## config.mk

```make
export PLATFORM = sky130hd
export DESIGN_NAME = isq_front
export DESIGN_NICKNAME = d
export VERILOG_FILES = /design/src/rtl/core/isq_pkg.sv /design/src/rtl/core/isq_front.sv
export SDC_FILE = /design/constraint.sdc
export NUM_CORES = 1
export LEC_CHECK = 0
export ABC_AREA = 1
export BUFFER_PORTS_ARGS = -buffer_cell sky130_fd_sc_hd__buf_2
export CAP_MARGIN = 20
export CORE_ASPECT_RATIO = 0.5
export CORE_UTILIZATION = 43
export CTS_CLUSTER_DIAMETER = 50
export DETAILED_ROUTE_END_ITERATION = 12
export MAX_ROUTING_LAYER = met4
export PLACE_DENSITY_LB_ADDON = 0.15
export SLEW_MARGIN = 20
export SYNTH_ARGS = -nofsm -noshare
export SYNTH_HDL_FRONTEND = slang
export SYNTH_SLANG_ARGS = --single-unit
```

## constraint.sdc

```tcl
create_clock -name clk -period 5.3 [get_ports clk]
set_input_delay 0.265 -clock clk [delete_from_list [all_inputs] [get_ports clk]]
set_output_delay 0.265 -clock clk [all_outputs]
set_load 0.01 [all_outputs]
```

## src/rtl/core/isq_pkg.sv

```systemverilog
// shared types and constants for the indexed sequence store
package isq_pkg;

	localparam int REQ_W          = 3;
	localparam int POS_W          = 9;
	localparam int VAL_W          = 32;
	localparam int STATUS_W       = 2;
	localparam int COUNT_OUT_W    = 9;
	localparam int TDATA_W        = 48;
	localparam int DEFAULT_CAPACITY = 256;
	localparam int QUEUE_DEPTH    = 2;

	localparam logic [REQ_W-1:0] REQ_READ     = 3'd0;
	localparam logic [REQ_W-1:0] REQ_WRITE    = 3'd1;
	localparam logic [REQ_W-1:0] REQ_INSERT   = 3'd2;
	localparam logic [REQ_W-1:0] REQ_REMOVE   = 3'd3;
	localparam logic [REQ_W-1:0] REQ_APPEND   = 3'd4;
	localparam logic [REQ_W-1:0] REQ_POP_LAST = 3'd5;

	typedef enum logic [STATUS_W-1:0] {
		STATUS_OK    = 2'd0,
		STATUS_RANGE = 2'd1,
		STATUS_FULL  = 2'd2
	} status_t;

	typedef enum logic [2:0] {
		OP_READ,
		OP_WRITE,
		OP_INSERT,
		OP_REMOVE,
		OP_APPEND,
		OP_POP_LAST,
		OP_BAD
	} op_t;

	typedef enum logic [2:0] {
		ST_IDLE,
		ST_FETCH,
		ST_MOVE_RD,
		ST_MOVE_WR,
		ST_DONE
	} state_t;

	typedef struct packed {
		op_t              op;
		logic [POS_W-1:0] pos;
		logic [VAL_W-1:0] val;
	} cmd_t;

endpackage

```

## src/rtl/core/isq_front.sv

```systemverilog
// front end: takes request beats and decodes them into commands
module isq_front
	import isq_pkg::*;
(
	input  logic             clk,
	input  logic             arst_n,
	input  logic             in_valid,
	output logic             in_ready,
	input  logic [REQ_W-1:0] req_type,
	input  logic [POS_W-1:0] position,
	input  logic [VAL_W-1:0] value_in,
	output logic             cmd_valid,
	input  logic             cmd_ready,
	output cmd_t             cmd
);

	logic valid_q;
	cmd_t cmd_q;
	op_t  op_dec;

	always_comb begin
		unique case (req_type)
			REQ_READ:     op_dec = OP_READ;
			REQ_WRITE:    op_dec = OP_WRITE;
			REQ_INSERT:   op_dec = OP_INSERT;
			REQ_REMOVE:   op_dec = OP_REMOVE;
			REQ_APPEND:   op_dec = OP_APPEND;
			REQ_POP_LAST: op_dec = OP_POP_LAST;
			default:      op_dec = OP_BAD;
		endcase
	end

	assign in_ready  = !valid_q || cmd_ready;
	assign cmd_valid = valid_q;
	assign cmd       = cmd_q;

	always_ff @(posedge clk or negedge arst_n) begin
		if (!arst_n) begin
			valid_q <= 1'b0;
		end else if (in_ready) begin
			valid_q <= in_valid;
		end
	end

	always_ff @(posedge clk) begin
		if (in_valid && in_ready) begin
			cmd_q.op  <= op_dec;
			cmd_q.pos <= position;
			cmd_q.val <= value_in;
		end
	end

endmodule

```

==> run summary <==
DR pass1 iterations: 4
Synth top area share: 95.65%
Sink Count: 45
Met3 WL post-DR: 244 µm
Netlist Area Pre-Place: 0.001381 mm²
Die Ht: 42.08 µm
Largest vdd supply drop: 253.2 µV
Seq/Total Area, Yosys: 97.46%
Num CTS Buffers: 5
Root Buffer: clkbuf_8
Startpoint types: register
Metal2 WL: 1.103 mm
Fin crit period: 1.400 ns
Synth top area cells: edfxtp_1 96%, dfrtp_1 1.8%, a21boi_1 0.54%
Initial drt markers: 41
Internal power: 531.0 µW
M1 WL: 1.051 mm
Crit path max fanout: 44
Endpoints failing hold: 0
Layout cells sized above 1: 66.88%
Sequential Power Share: 62.1%
Top cell type by total area after synthesis: edfxtp_1
Clock buffer depth: 2
Relative slew slack: 64.46%
Worst Max-Slew Pin Slew: 0.5331 ns
First-pass GRT wire length: 3.339 mm
Peak Freq: 714.4 MHz
Arr. time, crit path: 1.33 ns
Sw power: 142.9 µW
Final #Nets: 201
Synth cell types: 7
Leakage: 0.0008703 µW
Die width: 82.16 µm
Switching part of the total: 21.20%
Worst R2R End: cmd[10]
Worst Hold Path EP: cmd[27]
Clock transition at path regs: 0.08 ns
Wire per inst: 12.37 µm
Clk_skew: 0.005935 ns
Hold slack: 0.1470 ns
Clock share of power: 29.6%
Cell Pwr Density: 336.2 mW/mm²
Total Wirelength: 2.400 mm
Setup TNS: 0 ns
Biggest cell delay along the critical path: 0.46 ns
WS Path Type: register to register
HP Class: input pin to register
Reg2reg setup slack: 3.90 ns
Syn nets: 101
Status: completed
Syn Area/Cell: 26.06 µm²
Max Cap Viol: 0
Min-Delay Path Depth: 1
Cell count after synthesis: 53
Vias per std cell: 4.211
Crit-path cells: a21oi_4, buf_4
RR Startpoint: cmd_valid
Gpl congestion: 0.6207
Pin count of the biggest net entering global routing: 45
Ys Warns: 0
Die ar.: 0.003457 mm²
Vias in the first global route: 767
Worst reg2reg path depth: 2
Worst Path Required: 5.23 ns
RSZ-0062 raised after global routing: no
Via count: 817
Post-CTS setup buffer count: 0
Ant diodes: 0
Initial antenna violation count: 0
GRT Overall Usage: 14.50%
Comb pwr share: 8.3%
Worst-Skew Late Latency: 0.29 ns
Routed Antenna Nets: 0
Fillers: 241
Starting Density: 45.58%
Global route overflow: 0
Yosys reg bits: 45
# setup viols final: 0
Pins Over Slew Limit: 0
H-tree depth: 2
P&R area growth vs syn: 45.11%
Fin crit share: 26.41%
Highest metal used: met3
Core Area: 0.003030 mm²
Critical path's slowest cell: buf_4
CP endpoint kind: register
Rows: 14
Hold Path Origin: value_in[27]
IO Count: 94
CTS tree: yes
PortBufs: 93
Number of remaining DRC errors: 0
power by group through the flow:
stage	logic [µW]	registers (µW)	clock network (µW)
2_1_floorplan	8.22	439	0
3_3_place_gp	55.7	426	0
3_5_place_dp	56.8	427	0
4_1_cts	57.4	419	206
5_1_grt	61.7	420	219
6_report	56.0	418	200
critical path, delay by kind of cell (launching register included):
family          cells  cell delay, ns
flops               1            0.42
compound gates      1            0.15
buf+inv             1            0.46
registers in the layout, indices dropped and copies added, names as in the netlist:
name and flops:
cmd_valid 1, cmd 44
Yosys cell counts:
| cell type | instances |
|---|---|
| nand2_1 | 2 |
| dfrtp_1 | 1 |
| a21oi_1 | 1 |
| a21boi_1 | 1 |
| inv_1 | 2 |
| clkbuf_1 | 2 |
| edfxtp_1 | 44 |
cells in the final DEF (no fill, tap or decap):
master | Yosys | final
buf_2 | 0 | 93
clkinv_2 | 0 | 2
buf_4 | 0 | 1
dfrtp_1 | 1 | 1
inv_1 | 2 | 2
edfxtp_1 | 44 | 44
a21boi_1 | 1 | 1
a21oi_4 | 0 | 1
clkbuf_8 | 0 | 5
clkinvlp_4 | 0 | 1
nand2_1 | 2 | 2
dlygate4sd3_1 | 0 | 1
cells by family (layout without fill, tap and decap cells):
family,Yosys count,in the layout,synth area share [%]
flops,45,45,97.46
compound gates,2,2,0.9057
simple gates,2,2,0.5437
buf+inv,4,105,1.087
through the flow:
| stage | instances | power (µW) | util (%) | instance area, µm² | worst slack (ns) |
|---|---|---|---|---|---|
| 5_1_grt | 194 | 700.6 | 66.14 | 2004 | 3.839 |
| 3_3_place_gp | 185 | 481.6 | 62.96 | 1908 | 3.921 |
| 3_5_place_dp | 185 | 483.7 | 62.96 | 1908 | 3.895 |
| 2_1_floorplan | 53 | 447.3 | - | 1381 | 2.228 |
| 4_1_cts | 194 | 681.7 | 66.14 | 2004 | 3.886 |
| 6_report | 194 | 673.9 | 66.14 | 2004 | 3.900 |
routing by layer:
| metal | track usage, % | vias up |
|---|---|---|
| met4 | 4.211 | 0 |
| li1 | - | 403 |
| met3 | 6.957 | 0 |
| met5 | - | - |
| met2 | 22.31 | 49 |
| met1 | 17.05 | 365 |
timing repair:
item                                   CTS  global route
hold buffers                             1             0
setup endpoints to repair                0             0
resized for setup                        0             0
endpoints found under the hold margin    1             0
worst max path at each step:
stage,from,to,slack (ns),depth (start not counted)
4_1_cts,cmd_valid,cmd[6],3.89,2
3_3_place_gp,cmd_valid,cmd[15],3.92,2
5_1_grt,cmd_valid,cmd[29],3.84,2
2_1_floorplan,cmd_valid,cmd[0],2.23,1
6_report,cmd_valid,cmd[10],3.90,2
3_5_place_dp,cmd_valid,cmd[6],3.90,2
area by class of cell:
class | count | area, µm² | share of cell area [%]
Clock buffer | 5 | 68.82 | 3.433
Sequential cell | 45 | 1346 | 67.17
Timing Repair Buffer | 95 | 483.0 | 24.09
Inverter | 2 | 7.507 | 0.3745
Tap cell | 40 | 50.05 | 2.497
Multi-Input combinational cell | 4 | 31.28 | 1.561
Clock inverter | 3 | 17.52 | 0.8739
(Power assumes the default switching activity.)
