--- src/rtl/core/isq_pkg.sv ---
// shared types and constants for the indexed sequence store
package isq_pkg;

	localparam int REQ_W          = 3;
	localparam int POS_W          = 9;
	localparam int VAL_W          = 32;
	localparam int STATUS_W       = 2;
	localparam int COUNT_OUT_W    = 9;
	localparam int TDATA_W        = 48;
	localparam int DEFAULT_CAPACITY = 256;
	localparam int QUEUE_DEPTH    = 2;

	localparam logic [REQ_W-1:0] REQ_READ     = 3'd0;
	localparam logic [REQ_W-1:0] REQ_WRITE    = 3'd1;
	localparam logic [REQ_W-1:0] REQ_INSERT   = 3'd2;
	localparam logic [REQ_W-1:0] REQ_REMOVE   = 3'd3;
	localparam logic [REQ_W-1:0] REQ_APPEND   = 3'd4;
	localparam logic [REQ_W-1:0] REQ_POP_LAST = 3'd5;

	typedef enum logic [STATUS_W-1:0] {
		STATUS_OK    = 2'd0,
		STATUS_RANGE = 2'd1,
		STATUS_FULL  = 2'd2
	} status_t;

	typedef enum logic [2:0] {
		OP_READ,
		OP_WRITE,
		OP_INSERT,
		OP_REMOVE,
		OP_APPEND,
		OP_POP_LAST,
		OP_BAD
	} op_t;

	typedef enum logic [2:0] {
		ST_IDLE,
		ST_FETCH,
		ST_MOVE_RD,
		ST_MOVE_WR,
		ST_DONE
	} state_t;

	typedef struct packed {
		op_t              op;
		logic [POS_W-1:0] pos;
		logic [VAL_W-1:0] val;
	} cmd_t;

endpackage

--- src/rtl/core/isq_cmd_queue.sv ---
// short command queue between the front end and the back end
module isq_cmd_queue
	import isq_pkg::*;
(
	input  logic clk,
	input  logic arst_n,
	input  logic push_valid,
	output logic push_ready,
	input  cmd_t push_cmd,
	output logic pop_valid,
	input  logic pop_ready,
	output cmd_t pop_cmd
);

	localparam int QAW = $clog2(QUEUE_DEPTH);
	localparam int QCW = $clog2(QUEUE_DEPTH + 1);

	cmd_t           slots_q [QUEUE_DEPTH];
	logic [QAW-1:0] wr_ptr_q;
	logic [QAW-1:0] rd_ptr_q;
	logic [QCW-1:0] fill_q;
	logic           do_push;
	logic           do_pop;

	assign push_ready = fill_q != QCW'(QUEUE_DEPTH);
	assign pop_valid  = fill_q != '0;
	assign pop_cmd    = slots_q[rd_ptr_q];
	assign do_push    = push_valid && push_ready;
	assign do_pop     = pop_valid && pop_ready;

	always_ff @(posedge clk or negedge arst_n) begin
		if (!arst_n) begin
			wr_ptr_q <= '0;
			rd_ptr_q <= '0;
			fill_q   <= '0;
		end else begin
			if (do_push) wr_ptr_q <= wr_ptr_q + QAW'(1);
			if (do_pop)  rd_ptr_q <= rd_ptr_q + QAW'(1);
			if (do_push && !do_pop) fill_q <= fill_q + QCW'(1);
			else if (do_pop && !do_push) fill_q <= fill_q - QCW'(1);
		end
	end

	always_ff @(posedge clk) begin
		if (do_push) slots_q[wr_ptr_q] <= push_cmd;
	end

endmodule

--- config.mk ---
export PLATFORM = sky130hd
export DESIGN_NAME = isq_cmd_queue
export DESIGN_NICKNAME = d
export VERILOG_FILES = /design/src/rtl/core/isq_pkg.sv /design/src/rtl/core/isq_cmd_queue.sv
export SDC_FILE = /design/constraint.sdc
export NUM_CORES = 1
export LEC_CHECK = 0
export CORE_ASPECT_RATIO = 0.6
export CORE_UTILIZATION = 62
export CTS_CLUSTER_DIAMETER = 120
export DETAILED_ROUTE_END_ITERATION = 10
export DONT_BUFFER_PORTS = 1
export GPL_TIMING_DRIVEN = 0
export PLACE_DENSITY = 0.75
export SYNTH_ARGS = -nofsm -noshare
export SYNTH_HDL_FRONTEND = slang
export SYNTH_SLANG_ARGS = --single-unit
export TNS_END_PERCENT = 5
--- constraint.sdc ---
create_clock -name clk -period 3.2 [get_ports clk]
set_input_delay 0.32 -clock clk [delete_from_list [all_inputs] [get_ports clk]]
set_output_delay 0.32 -clock clk [all_outputs]
set_load 0.03 [all_outputs]
==> metrics.cfg, run 1 <==
[timing]
slew_headroom_pct=51.18
tns_ps=0
fmax_ghz=0.4659
fin_ws_ps=1054
finalCritPeriodShare_pct=67.07
min_period_ps=2146
finalSetupViolCount=0
hold_viol=0
slew_viol_final=0
rsz0062_at_grt=no
fin_worst_skew_ps=4.469
holdWs_ps=71.61
tightest_slew_ps=730.5

[floorplan]
die_h_um=60.78
start_util_pct=67.29
core_area_sq_mm=0.005305
std_cell_rows=20
dieArea_sq_mm=0.006075
ios=94
dieWidth_um=99.96

[run]
cap_viol_max_count=0

[synthesis]
postSynthCellCount=155
yosys.area.top_type=edfxtp_1
synth-seq-cells=92
postSynthAreaPerCell_sq_um=23.03
ys_seq_area_share_pct=76.83
synth.top_cell.area_share_pct=74.03
syn_nets=204
synth_area_sq_mm=0.003570
synth_area_leaders=edfxtp_1, mux2_4, dfrtp_1
yosysWarnings=0
ys_types=15

[route]
drc=0
wire_per_inst_um=20.70
wl_um=5196
vias=1372
vias_per_cell=5.466
first_iter_violations=59
first_pass_iters=4
antenna_left=0

[final_layout]
diodes=0
final_common_cell=edfxtp_1
fin_nets=218
synthToLayoutAreaGrowth_pct=11.25
layout-drive-gt1-share_pct=38.51
nFillCells=302
final_cell_mix=edfxtp_1, mux2_4, clkbuf_8, mux2_2
fin_area_sq_mm=0.003971

[power_and_ir_drop]
seqPwrFrac_pct=41.0
switching_share_pct=34.08
irDropWorstVdd_mv=0.7117
p_leak_uw=0.001443
p_comb_share_pct=38.7
intPower_uw=2797
pwr-share-clk_pct=20.4
powerDensity_mw_per_mm2=1069
p_sw_uw=1446

[grt]
grt_max_degree=24
grt_pass1_wl_um=7431
overflow=0
grt_pass1_vias=1383
grt_usage_pct=18.07
antenna_found_initial=0

[cts]
ctsHtreeMaxLevel=3
cts_made_buffers=9
cts_max_path_buffers=2
path_clk_slew_ps=80
tritoncts=done
cts_sinks=92
cts_setup_buffers=0
cts-root-buf=clkbuf_8
insertion_delay_ps=340

[run_status]
status=finished clean

[worst_setup_path]
crit_arrival_ps=2190
rrSetupSlack_ps=1050
critPathRequiredTime_ps=3250
cp-endpoint=slots_q[0][37]$_DFFE_PP_
reg2reg_depth=4
crit_path_end_kind=flop
r2r_end=slots_q[0][37]$_DFFE_PP_
cp-start-kind=flop
critPathLaunch=fill_q[0]$_DFFE_PN0P_
r2r-start=fill_q[0]$_DFFE_PN0P_
worstPathMaxFanout=23
critical_path_class=flop to flop

[place]
pre_cts_ws_ps=1051
numPortBuffers=0
dp_hpwl_um=3746
post_dp_cell_area_sq_mm=0.003730
gp_congestion=0.6731

[hold_path]
hp-class=primary input to flop

## stage by stage
stage / total power [uW] / std cells / utilization [%]
2_1_floorplan: 3186 / 155 / -
3_3_place_gp: 3321 / 232 / 69.10
3_5_place_dp: 3427 / 234 / 70.31
4_1_cts: 4287 / 251 / 74.86
5_1_grt: 4406 / 251 / 74.86
6_report: 4243 / 251 / 74.86
## critical path, stage by stage, from the launching register on
cell and delay (ps):
dfrtp_1 430, nand2b_1 360, nand2_1 210, nor2_4 600, buf_16 240
## power by group through the flow
stage | clock network (uW) | registers (uW) | logic, uW
final | 865 | 1740 | 1640
after global routing | 926 | 1760 | 1720
after CTS | 881 | 1740 | 1660
after detailed placement | 0 | 1770 | 1660
after global placement | 0 | 1760 | 1560
after floorplan | 0 | 1740 | 1440
## cell usage after synthesis
cell type / instances
and3_1: 1
buf_12: 4
buf_6: 1
dfrtp_1: 4
edfxtp_1: 88
ha_1: 1
inv_1: 1
mux2_2: 5
mux2_4: 39
nand2_1: 2
nand2b_1: 1
nor2_1: 2
or2_1: 1
xnor2_1: 3
xor2_1: 2
## area by class of cell
| class | instances | area [sq um] | area share [%] |
|---|---|---|---|
| plain buffers | 5 | 91.34 | 2.300 |
| repair buffers | 3 | 65.06 | 1.638 |
| inverters | 1 | 3.754 | 0.09452 |
| clock buffers | 11 | 131.4 | 3.308 |
| multi-input cells | 57 | 740.7 | 18.65 |
| well taps | 77 | 96.34 | 2.426 |
| clock inverters | 5 | 100.1 | 2.520 |
| flip-flops and latches | 92 | 2743 | 69.06 |
## metal layers
layer / wire (um) / track usage, % / vias up
met5: 0 / 0 / -
met3: 613 / 11.41 / 2
met4: 13 / 6.303 / 0
met1: 1884 / 18.60 / 685
li1: - / - / 628
met2: 2684 / 30.94 / 57
## registers in the layout, indices dropped and copies added (netlist names)
| register | cells |
|---|---|
| wr_ptr_q | 1 |
| fill_q | 2 |
| rd_ptr_q | 1 |
| slots_q | 88 |
## kinds of logic after synthesis
| group | Yosys count | synth area share [%] |
|---|---|---|
| xor+xnor | 5 | 1.227 |
| fa+ha+maj | 1 | 0.3505 |
| buf+inv | 6 | 2.664 |
| flops | 92 | 76.83 |
| mux | 44 | 17.98 |
| simple gates | 7 | 0.9469 |
## how the worst min path moves through the flow
stage	start	endpoint	depth (start not counted)
after floorplan	arst_n	fill_q[0]$_DFFE_PN0P_	0
after global placement	arst_n	rd_ptr_q$_DFFE_PN0P_	0
after detailed placement	arst_n	wr_ptr_q$_DFFE_PN0P_	0
after CTS	push_cmd[0]	slots_q[1][0]$_DFFE_PP_	0
after global routing	push_cmd[6]	slots_q[1][6]$_DFFE_PP_	0
final	push_cmd[0]	slots_q[1][0]$_DFFE_PP_	0
## what timing repair did
| item | CTS | global route |
|---|---|---|
| hold endpoints to repair | 4 | 0 |
| resized for setup | 0 | 0 |
| hold buffers | 1 | 0 |
No activity file was read; power rests on OpenSTA's default activity.
==> inputs of run 2 (changes only) <==
==> constraint.sdc (replaced) <==
create_clock -name clk -period 2 [get_ports clk]
set_input_delay 0.2 -clock clk [delete_from_list [all_inputs] [get_ports clk]]
set_output_delay 0.2 -clock clk [all_outputs]
set_load 0.03 [all_outputs]
==> metrics.cfg, run 2 (same netlist as run 1, synthesis figures left out) <==
[timing]
finalCritPeriodShare_pct=94.14  ; +27 points
finalSetupViolCount=0  ; unchanged
min_period_ps=1883  ; -263.5 ps
rsz0062_at_grt=no
tightest_slew_ps=672.4  ; -58.14 ps
hold_viol=0  ; unchanged
fmax_ghz=0.5311  ; +14%
fin_worst_skew_ps=8.722  ; +4.253 ps
slew_headroom_pct=55.07  ; +3.9 points
holdWs_ps=58.34  ; -13.27 ps
slew_viol_final=0  ; unchanged

[worst_setup_path]
cp-start-kind=flop
r2r-start=fill_q[0]$_DFFE_PN0P_
reg2reg_depth=3  ; -1
critPathLaunch=fill_q[0]$_DFFE_PN0P_
crit_path_top_delay_cell=nor2_4
cp_num_cells=3  ; -1
cp_top_family=simple AND/OR/NAND/NOR gates
worst_path_largest_cell_delay_ps=600  ; about the same
crit_arrival_ps=1860  ; -330 ps
crit_path_end_kind=flop
crit_buf_inv=0  ; -1
critPathRequiredTime_ps=1980  ; -1270 ps
crit_path_cell_trace=nand2b_2 -> nand2_1 -> nor2_4
critical_path_class=flop to flop
worstPathMaxFanout=22  ; -4.3%

[final_layout]
final_cell_mix=edfxtp_1, dlygate4sd3_1, mux2_4, clkbuf_8
fin_nets=262  ; +20%
diodes=0  ; unchanged
regMostFlops=slots_q
layout-drive-gt1-share_pct=30.41  ; -8.1 points
final_common_cell=edfxtp_1
nFillCells=273  ; -9.6%
multiInputGateArea_sq_um=754.5  ; +1.9%
synthToLayoutAreaGrowth_pct=20.89
reg_top3=slots_q x88, fill_q x2
largest_register_ffs=88  ; unchanged
regArea_sq_mm=0.002743  ; unchanged

[cts]
ctsHtreeMaxLevel=3  ; unchanged
insertion_delay_ps=340  ; about the same
cts_max_path_buffers=2  ; unchanged
cts_setup_buffers=0  ; unchanged
tritoncts=done
cts-root-buf=clkbuf_8
cts_made_buffers=9  ; unchanged
path_clk_slew_ps=70  ; about the same
cts_sinks=92  ; unchanged

[hold_path]
hp-class=primary input to flop
holdPathStages=2  ; +2
min_from=pop_ready

[route]
vias=1551  ; +13%
first_pass_iters=4  ; unchanged
vias_per_cell=5.276  ; -3.5%
antenna_left=0  ; unchanged
wire_per_inst_um=18.83  ; -9.0%
drc=0  ; unchanged
wl_um=5537  ; +6.6%
first_iter_violations=59  ; unchanged

[place]
gp_congestion=0.6685  ; -0.68%
numPortBuffers=0  ; unchanged

[run_status]
status=finished clean

[floorplan]
dieWidth_um=99.96  ; unchanged
die_h_um=60.78  ; unchanged
core_area_sq_mm=0.005305  ; unchanged
std_cell_rows=20  ; unchanged
ios=94  ; unchanged
dieArea_sq_mm=0.006075  ; unchanged
start_util_pct=67.29  ; unchanged

[power_and_ir_drop]
fin_total_pwr_uw=6459  ; +52%
irDropWorstVdd_mv=0.9216  ; +29%
powerDensity_mw_per_mm2=1497  ; +40%
p_leak_uw=0.001575  ; +9.1%

[grt]
grt_usage_pct=19.74  ; +1.7 points
grt_pass1_wl_um=8383  ; +13%
grt_pass1_vias=1651  ; +19%
overflow=0  ; unchanged
grt_max_degree=38  ; +58%
antenna_found_initial=0  ; unchanged

[run]
cap_viol_max_count=0  ; unchanged

## run 2: cell count changes in the layout (fill, tap and decap cells not counted), moves of 2 or more
cell and delta:
clkinv_1 +3, clkbuf_1 -2, buf_16 -2, dlygate4sd3_1 +44, bufinv_16 -3
## run 2: where the power goes
group | switching [uW] | total, uW | internal, uW | leakage [uW]
sequential | 147 | 2780 | 2640 | 0.000864
combinational | 1640 | 2670 | 1030 | 0.000633
clock | 570 | 1000 | 431 | 0.0000776
total | 2360 | 6460 | 4100 | 0.00157
## run 2: worst paths after layout
kind | slack, ps | to
setup / recovery | 120 | slots_q[0][7]$_DFFE_PP_
hold / removal | 60 | rd_ptr_q$_DFFE_PN0P_
setup reg to reg | 120 | slots_q[0][7]$_DFFE_PP_
hold reg to reg | 530 | fill_q[1]$_DFFE_PN0P_
max in group asynchronous | 1700 | fill_q[1]$_DFFE_PN0P_
min in group asynchronous | 130 | wr_ptr_q$_DFFE_PN0P_
## run 2: area by class of cell
cell class,count,share of cell area [%]
clock inverter,6,0.7538
tap,77,2.233
timing repair buffer,46,10.90
inverter,1,0.08698
multi-input combinational,58,17.48
sequential,92,63.55
clock buffer,9,2.870
buffer,5,2.117
## run 2: routing by layer
metal	share of wire [%]	track usage, %	routed length (um)	vias up
li1	-	-	-	719
met1	40	21.68	2189	760
met2	51	34.88	2807	68
met3	8.9	10.14	495	4
met4	0.79	5.252	44	0
met5	0	0	0	-
## run 2: repair_timing
action / 4_1_cts / 5_1_grt
resized for setup: 2 / 0
hold endpoints to repair: 92 / 0
hold buffers: 45 / 0
endpoints found under the setup margin: 44 / 22
pin swaps: 1 / 1
cloned: 1 / 0
## run 2: through the flow
stage          TNS, ps  worst slack, ps  instance area, sq um  util, %  instances
6_report             0            117.1                  4315    81.34        294
3_5_place_dp    -16570           -377.7                  3695    69.65        233
5_1_grt              0            9.083                  4315    81.34        294
3_3_place_gp    -43410           -703.4                  3674    69.25        232
2_1_floorplan   -12710           -288.8                  3577        -        155
4_1_cts              0            77.02                  4315    81.34        294
## run 2: worst register-to-register path, stage by stage (launching register included)
cell and delay, ps:
dfrtp_1 420, nand2b_2 270, nand2_1 230, nor2_4 600
==> inputs of run 3 (changes only) <==
--- a/config.mk
+++ b/config.mk
@@ -12,6 +12,7 @@
 export DONT_BUFFER_PORTS = 1
 export GPL_TIMING_DRIVEN = 0
 export PLACE_DENSITY = 0.75
+export SETUP_SLACK_MARGIN = 0.5
 export SYNTH_ARGS = -nofsm -noshare
 export SYNTH_HDL_FRONTEND = slang
 export SYNTH_SLANG_ARGS = --single-unit
==> metrics.cfg, run 3 (same netlist as run 1, synthesis figures left out) <==
[run_status]
status=finished clean

[grt]
grt_pass1_vias=1630  ; -1.3%
overflow=0  ; unchanged
grt_usage_pct=20.09  ; +0.35 points
grt_max_degree=45  ; +18%
antenna_found_initial=0  ; unchanged
grt_pass1_wl_um=8383  ; unchanged

[worst_setup_path]
cp-start-kind=flop
critPathRequiredTime_ps=2260  ; +280 ps
worstPathMaxFanout=6  ; -73%
r2r_end=fill_q[1]$_DFFE_PN0P_
r2r-start=fill_q[0]$_DFFE_PN0P_
reg2reg_depth=7  ; +4
crit_arrival_ps=1900  ; +40 ps
critical_path_class=flop to flop
rrSetupSlack_ps=360  ; +240 ps
crit_path_end_kind=flop

[cts]
path_clk_slew_ps=80  ; about the same
cts_made_buffers=9  ; unchanged
cts-root-buf=clkbuf_8
cts_max_path_buffers=2  ; unchanged
ctsHtreeMaxLevel=3  ; unchanged
tritoncts=done
cts_sinks=92  ; unchanged
insertion_delay_ps=340  ; about the same

[place]
post_dp_cell_area_sq_mm=0.003690  ; -0.14%
gp_congestion=0.6749  ; +0.96%
dp_hpwl_um=3166
dp.cells=232  ; -0.43%
numPortBuffers=0  ; unchanged

[final_layout]
largest_register_ffs=88  ; unchanged
fin_area_sq_mm=0.004417  ; +2.3%
reg_top3=slots_q x88, fill_q x2
fin_cells=299  ; +1.7%
synthToLayoutAreaGrowth_pct=23.73
final_cell_mix=edfxtp_1, dlygate4sd3_1, mux2_4, clkbuf_8
regMostFlops=slots_q
diodes=0  ; unchanged
fin_nets=266  ; +1.5%
layout-drive-gt1-share_pct=32.43  ; +2.0 points
final_common_cell=edfxtp_1
fin_util_pct=83.25  ; +1.9 points

[floorplan]
start_util_pct=67.29  ; unchanged
core_area_sq_mm=0.005305  ; unchanged
dieArea_sq_mm=0.006075  ; unchanged
dieWidth_um=99.96  ; unchanged
die_h_um=60.78  ; unchanged
ios=94  ; unchanged
std_cell_rows=20  ; unchanged

[hold_path]
hold_path_end=wr_ptr_q$_DFFE_PN0P_
holdPathStages=2  ; unchanged
hp-class=primary input to flop
min_from=push_valid

[route]
vias=1600  ; +3.2%
antenna_left=0  ; unchanged
wl_um=6171  ; +11%
first_iter_violations=74  ; +25%
wire_per_inst_um=20.64  ; +9.6%
drc=0  ; unchanged
first_pass_iters=4  ; unchanged
vias_per_cell=5.351  ; +1.4%

[power_and_ir_drop]
powerDensity_mw_per_mm2=1540  ; +2.9%
p_leak_uw=0.001609  ; +2.2%
irDropWorstVdd_mv=0.8248  ; -10%
fin_total_pwr_uw=6803  ; +5.3%

[run]
cap_viol_max_count=0  ; unchanged

[timing]
fmax_ghz=0.6086  ; +15%
finalSetupViolCount=0  ; unchanged
tns_ps=0  ; unchanged
tightest_slew_ps=539.6  ; -132.8 ps
fin_worst_skew_ps=4.796  ; -3.926 ps
finalCritPeriodShare_pct=82.16  ; -12 points
min_period_ps=1643  ; -239.7 ps
slew_headroom_pct=64.03  ; +9.0 points
hold_viol=0  ; unchanged
slew_viol_final=0  ; unchanged
rsz0062_at_grt=yes

==> run 3: cell count changes in the layout (fill, tap and decap cells not counted), moves of 2 or more <==
cell,previous run,this run
and3_4,0,2
clkbuf_1,0,3
clkinv_1,3,1
nor2_4,2,4
==> run 3: area by class of cell <==
cell class / instances / area [sq um]
clock inverters: 4 / 50.05
repair buffers: 47 / 478.0
flip-flops and latches: 92 / 2743
plain buffers: 5 / 95.09
inverters: 1 / 3.754
fillers: 271 / 888.4
well taps: 77 / 96.34
multi-input cells: 61 / 815.8
clock buffers: 12 / 135.1
==> run 3: critical path, stage by stage (launching register included) <==
cell and delay, ps:
dfrtp_1 430, nand2b_4 250, nand2_8 150, inv_1 60, ha_1 200, xor2_1 150, nor2_1 130, xor2_1 180
==> run 3: worst max path at each step <==
stage               depth (start not counted)                   from  slack [ps]                       end
global route                                7  fill_q[0]$_DFFE_PN0P_         330     fill_q[1]$_DFFE_PN0P_
CTS                                         3  fill_q[0]$_DFFE_PN0P_         330  slots_q[0][15]$_DFFE_PP_
global placement                            3  fill_q[0]$_DFFE_PN0P_         -20  slots_q[0][38]$_DFFE_PP_
floorplan                                   3  fill_q[0]$_DFFE_PN0P_         240   slots_q[0][0]$_DFFE_PP_
finish                                      7  fill_q[0]$_DFFE_PN0P_         360     fill_q[1]$_DFFE_PN0P_
detailed placement                          3  fill_q[0]$_DFFE_PN0P_        -110  slots_q[0][25]$_DFFE_PP_
==> run 3: stage by stage <==
step                      hold slack [ps]  setup slack (ps)
after floorplan                    -95.59             244.8
after global placement             -95.48            -16.42
after detailed placement           -95.49            -106.9
after CTS                           52.06             332.2
after global routing                74.54             328.3
final                               76.25             356.9
==> run 3: report_power, final <==
group | total, uW | switching (uW) | internal [uW]
combinational | 2830 | 1720 | 1100
sequential | 2820 | 184 | 2640
clock | 1160 | 579 | 578
==> run 3: per-layer routing <==
metal  vias to the layer above  part of all wire, %  GRT usage [%]
li1                        729                    -              -
met2                        75                   50          34.98
met4                         0                 0.86          7.353
met5                         -                    0              0
met3                         6                  9.0          10.14
met1                       790                   40          21.84
==> run 3: repair_timing <==
item / 4_1_cts / 5_1_grt
cloned: 1 / 3
resized for setup: 2 / 6
hold endpoints to repair: 92 / 0
endpoints found under the setup margin: 134 / 134
hold buffers: 45 / 0
pin swaps: 1 / 4
buffers inserted: 0 / 2
